<file path="config.mk">
export PLATFORM = sky130hd
export DESIGN_NAME = eih_div
export DESIGN_NICKNAME = d
export VERILOG_FILES = /design/src/rtl/core/eih_pkg.sv /design/src/rtl/core/eih_div.sv
export SDC_FILE = /design/constraint.sdc
export NUM_CORES = 1
export LEC_CHECK = 0
export BUFFER_PORTS_ARGS = -buffer_cell sky130_fd_sc_hd__clkbuf_2
export CORE_MARGIN = 2
export CORE_UTILIZATION = 54
export DETAILED_ROUTE_END_ITERATION = 10
export PLACE_DENSITY = 0.78
export SYNTH_ARGS = -nofsm -noshare
export SYNTH_HDL_FRONTEND = slang
export SYNTH_SLANG_ARGS = --single-unit
</file>
<file path="constraint.sdc">
create_clock -name clk -period 5.5 [get_ports clk]
set_clock_uncertainty 0.2 [all_clocks]
set_input_delay 0.55 -clock clk [delete_from_list [all_inputs] [get_ports clk]]
set_output_delay 0.55 -clock clk [all_outputs]
set_load 0.02 [all_outputs]
</file>
<file path="src/rtl/core/eih_pkg.sv">
// Package for the equal-interval histogram engine.
// Holds the sizes, input, status and register codes, FSM states and the divider result type.
// No dependencies.
`default_nettype none

package eih_pkg;

  localparam int MAX_BINS   = 256;
  localparam int BIN_BITS   = $clog2(MAX_BINS);
  localparam int VALUE_BITS = 32;
  localparam int COUNT_BITS = 32;
  localparam int NCNT_BITS  = BIN_BITS + 1;

  localparam logic [1:0] MODE_SAMPLE = 2'd0;
  localparam logic [1:0] MODE_NULL   = 2'd1;
  localparam logic [1:0] MODE_RDBIN  = 2'd2;
  localparam logic [1:0] MODE_RDNULL = 2'd3;

  localparam logic [1:0] STAT_COUNTED = 2'd0;
  localparam logic [1:0] STAT_DROPPED = 2'd1;
  localparam logic [1:0] STAT_READ    = 2'd2;
  localparam logic [1:0] STAT_SAT     = 2'd3;

  localparam logic [1:0] REG_RANGE_MIN = 2'd0;
  localparam logic [1:0] REG_RANGE_MAX = 2'd1;
  localparam logic [1:0] REG_BIN_WIDTH = 2'd2;
  localparam logic [1:0] REG_BIN_COUNT = 2'd3;

  typedef enum logic [1:0] {
    ST_IDLE,
    ST_DIV,
    ST_UPD
  } state_t;

  typedef struct packed {
    logic                done;
    logic [BIN_BITS-1:0] quot;
  } div_res_t;

endpackage

`default_nettype wire

</file>
<file path="src/rtl/core/eih_div.sv">
// Bin index divider: offset / bin width, one quotient bit per cycle.
// Quotient saturates at all ones when the offset spans the whole index range.
// Depends on eih_pkg.
`default_nettype none

module eih_div
  import eih_pkg::*;
(
  input  wire logic                  clk,
  input  wire logic                  rst_n,
  input  wire logic                  go,
  input  wire logic [VALUE_BITS-1:0] dividend,
  input  wire logic [VALUE_BITS-1:0] divisor,
  output div_res_t                   res
);

  localparam int WIDE_BITS = VALUE_BITS + BIN_BITS;

  logic                  busy_r;
  logic                  done_r;
  logic                  ovf_r;
  logic [BIN_BITS-1:0]   q_r;
  logic [$clog2(BIN_BITS)-1:0] step_r;
  logic [VALUE_BITS-1:0] rem_r;
  logic [VALUE_BITS-1:0] dvs_r;
  logic [WIDE_BITS-1:0]  wsh;
  logic                  fits;

  assign wsh  = {{BIN_BITS{1'b0}}, dvs_r} << step_r;
  assign fits = {{BIN_BITS{1'b0}}, rem_r} >= wsh;

  always_ff @(posedge clk) begin
    if (!rst_n) begin
      busy_r <= 1'b0;
      done_r <= 1'b0;
    end else begin
      done_r <= busy_r && (step_r == '0);
      if (go) begin
        busy_r <= 1'b1;
      end else if (busy_r && (step_r == '0)) begin
        busy_r <= 1'b0;
      end
    end
  end

  always_ff @(posedge clk) begin
    if (go) begin
      rem_r  <= dividend;
      dvs_r  <= divisor;
      ovf_r  <= {{BIN_BITS{1'b0}}, dividend} >= {divisor, {BIN_BITS{1'b0}}};
      q_r    <= '0;
      step_r <= '1;
    end else if (busy_r) begin
      if (fits) begin
        rem_r     <= rem_r - wsh[VALUE_BITS-1:0];
        q_r[step_r] <= 1'b1;
      end
      step_r <= step_r - 1'b1;
    end
  end

  assign res.done = done_r;
  assign res.quot = ovf_r ? '1 : q_r;

endmodule

`default_nettype wire

</file>
==> impl_metrics.env <==
export IMPL_status="finished, final reports clean"
export IMPL_slew_viol_final=0
export IMPL_p_per_area_nw_per_um2=363
export IMPL_wirelength_um=15700
export IMPL_netlist_area_um2=6320
export IMPL_finalWeightedCongestion=0.933
export IMPL_crit_path_end_kind="flop"
export IMPL_drive_above_1_share_pct=19.9
export IMPL_dieHeight_um=112
export IMPL_syn2layout_area_growth_pct=12.7
export IMPL_fp_dieW_um=112
export IMPL_post_synth_num_cell_types=68
export IMPL_ys_warnings_count=0
export IMPL_async_reset_ff_share_pct=0
export IMPL_cts_setup_buffers=0
export IMPL_nFillCells=981
export IMPL_vias_per_cell=6.11
export IMPL_synth_seq_cells=78
export IMPL_numCtsBuffers=9
export IMPL_hold_path_end="dvs_r[3]$_DFFE_PP_"
export IMPL_antenna_cells=0
export IMPL_core_area_um2=11400
export IMPL_mappedNetlistNets=761
export IMPL_fin_nets=821
export IMPL_drc=0
export IMPL_ff2ff_path_depth=12
export IMPL_p_leak_nw=3.09
export IMPL_dieArea_um2=12600
export IMPL_dpl_cell_count=827
export IMPL_wl_per_cell_um=18.7
export IMPL_min_delay_path_depth=1
export IMPL_port_buffers=75
export IMPL_crit_fanout=40
export IMPL_clk_latency_ps=350
export IMPL_cts_resized_gates=0
export IMPL_start_kind="flop"
export IMPL_clk_pin_slew_ps=60
export IMPL_instances_no_fill=843
export IMPL_fmax_mhz=208
export IMPL_cts_tree="built"
export IMPL_min_period_ps=4810
export IMPL_ys_flop_type="edfxtp_1"
export IMPL_arrival_ps=4640
export IMPL_avgSynthCellArea_um2=9.95
export IMPL_drt_pass1_iter_count=5
export IMPL_timing_rr_start="step_r[0]$_SDFFE_PP1P_"
export IMPL_grt_overflow=0
export IMPL_hpwl_um=12500
export IMPL_cts_hold_buf=0
export IMPL_rsz0062_at_grt="no"
export IMPL_timing_setup_tns_ps=0
export IMPL_synth_edf_count=65
export IMPL_tightestPinTransition_ps=1020
export IMPL_grt_start_max_net_pins=58
export IMPL_worst_hold_slack_ps=188
export IMPL_start_util_pct=55.3
export IMPL_dr_total_vias=5149
export IMPL_htreeDepth=3
export IMPL_drt_iter0_markers=416
export IMPL_timing_worst_setup_path_type="reg -> reg"
export IMPL_grt_pass1_vias=5098
export IMPL_cts_root_buf="clkbuf_16"
export IMPL_final_antenna_net_count=0
export IMPL_finalSetupViolCount=0
export IMPL_r2r_slack_ps=690
export IMPL_grt_pass1_wl_um=25500
export IMPL_power_mw=2.58
export IMPL_antenna_found_initial=0
export IMPL_slew_headroom_pct=32.3
export IMPL_finalHoldViolCount=0
export IMPL_period_share_pct=87.5
export IMPL_fp_row_count=39
export IMPL_ios=76
export IMPL_ir_worst_vdd_mv=0.239
export IMPL_track_usage_pct=25.9
export IMPL_max_cap_violations=0
export IMPL_ys_seq_area_share_pct=35.0
export IMPL_cp_required_ps=5330
export IMPL_cts_sinks=78
export IMPL_hp_start="divisor[3]"
export IMPL_clockBufferDepth=2
export IMPL_synth_cells=635
export IMPL_hp_class="in -> reg"
export IMPL_reg2reg_to="rem_r[28]$_DFFE_PP_"
[logic make-up after synthesis]
| family | share of synthesized area (%) |
|---|---|
| AOI/OAI and AO/OA | 18.4 |
| xor gates and xnor gates | 4.02 |
| adders and majority gates | 11.8 |
| buffers and inverters | 5.47 |
| DFF | 35.0 |
| muxes | 13.1 |
| and+or+nand+nor | 12.2 |
[state kept, by name, indices dropped and copies added, names as in the netlist]
| name | count |
|---|---|
| busy_r | 1 |
| q_r | 8 |
| step_r | 3 |
| rem_r | 32 |
| done_r | 1 |
| ovf_r | 1 |
| dvs_r | 32 |
[final cells by class]
cell class / instances / area (µm²) / share of cell area, %
timing repair buffer: 78 / 400 / 5.63
multi-input combinational: 482 / 3760 / 52.9
clock inverter: 6 / 158 / 2.22
inverter: 46 / 173 / 2.43
sequential: 78 / 2210 / 31.1
tap: 143 / 179 / 2.51
clock buffer: 10 / 229 / 3.22
[worst max-delay path, cell delays in order, from the launching register on]
cell and delay (ps):
dfxtp_2 1000, inv_1 450, a21oi_1 320, mux2i_1 140, ha_1 420, a21oi_1 130, o21ai_0 250, a21oi_1 100
o21a_1 170, o21ai_0 510, o221ai_1 290, o21bai_2 210, buf_4 280
[cell usage in the layout (no fill, tap or decap), drive strengths merged, types with 9 or more instances in the layout]
cell / netlist / final
a21oi: 46 / 46
inv: 46 / 46
nand2: 65 / 65
dfxtp: 13 / 13
a21o: 21 / 21
mux4: 20 / 20
mux2i: 31 / 31
or2: 9 / 9
xnor2: 18 / 18
clkbuf: 19 / 84
edfxtp: 65 / 65
ha: 58 / 58
xor2: 11 / 11
nor2: 17 / 17
o21ai: 50 / 50
[power by group]
group	total, mW	internal [mW]	leakage (nW)	switching (mW)
logic	1.01	0.436	2.16	0.571
clock network	0.776	0.535	0.183	0.241
registers	0.800	0.736	0.744	0.0638
total	2.58	1.71	3.09	0.876
[metal layers]
metal  vias up  GRT usage [%]  share of wire, %
met1      2433           35.1                46
li1       2517              -                 -
met2       177           42.7                47
met4         0           8.70               2.2
met5         -              0                 0
met3        22           4.48               4.8
[through the flow]
stage | util (%) | setup WS, ps | cell area [µm²]
after floorplan | - | 262 | 6320
after CTS | 62.3 | 722 | 7120
final | 62.3 | 689 | 7120
after detailed placement | 58.9 | 771 | 6730
after global routing | 62.3 | 336 | 7120
after global placement | 58.9 | 863 | 6730
[how the worst max path moves through the flow]
stage | depth (start not counted) | startpoint | slack, ps | end
floorplan | 13 | step_r[0]$_SDFFE_PP1P_ | 260 | rem_r[0]$_DFFE_PP_
global placement | 12 | step_r[0]$_SDFFE_PP1P_ | 860 | rem_r[22]$_DFFE_PP_
detailed placement | 12 | step_r[0]$_SDFFE_PP1P_ | 770 | rem_r[16]$_DFFE_PP_
CTS | 12 | step_r[0]$_SDFFE_PP1P_ | 720 | rem_r[15]$_DFFE_PP_
global route | 12 | step_r[0]$_SDFFE_PP1P_ | 340 | q_r[0]$_SDFFE_PP0P_
finish | 12 | step_r[0]$_SDFFE_PP1P_ | 690 | rem_r[28]$_DFFE_PP_
[synthesized netlist by cell type (all sizes together), types with 9 or more instances]
cell type	instances	share of area, %
edfxtp	65	31
a21oi	46	3.6
buf	9	0.75
clkbuf	19	1.5
xor2	11	1.5
a21o	21	2.5
ha	58	11
mux2i	31	4.9
nand2	65	3.9
inv	46	2.7
dfxtp	13	4.1
o21ai	50	4.0
or2	9	0.89
mux4	20	7.1
nor2	17	1.0
xnor2	18	2.5
(Power assumes the default switching activity.)
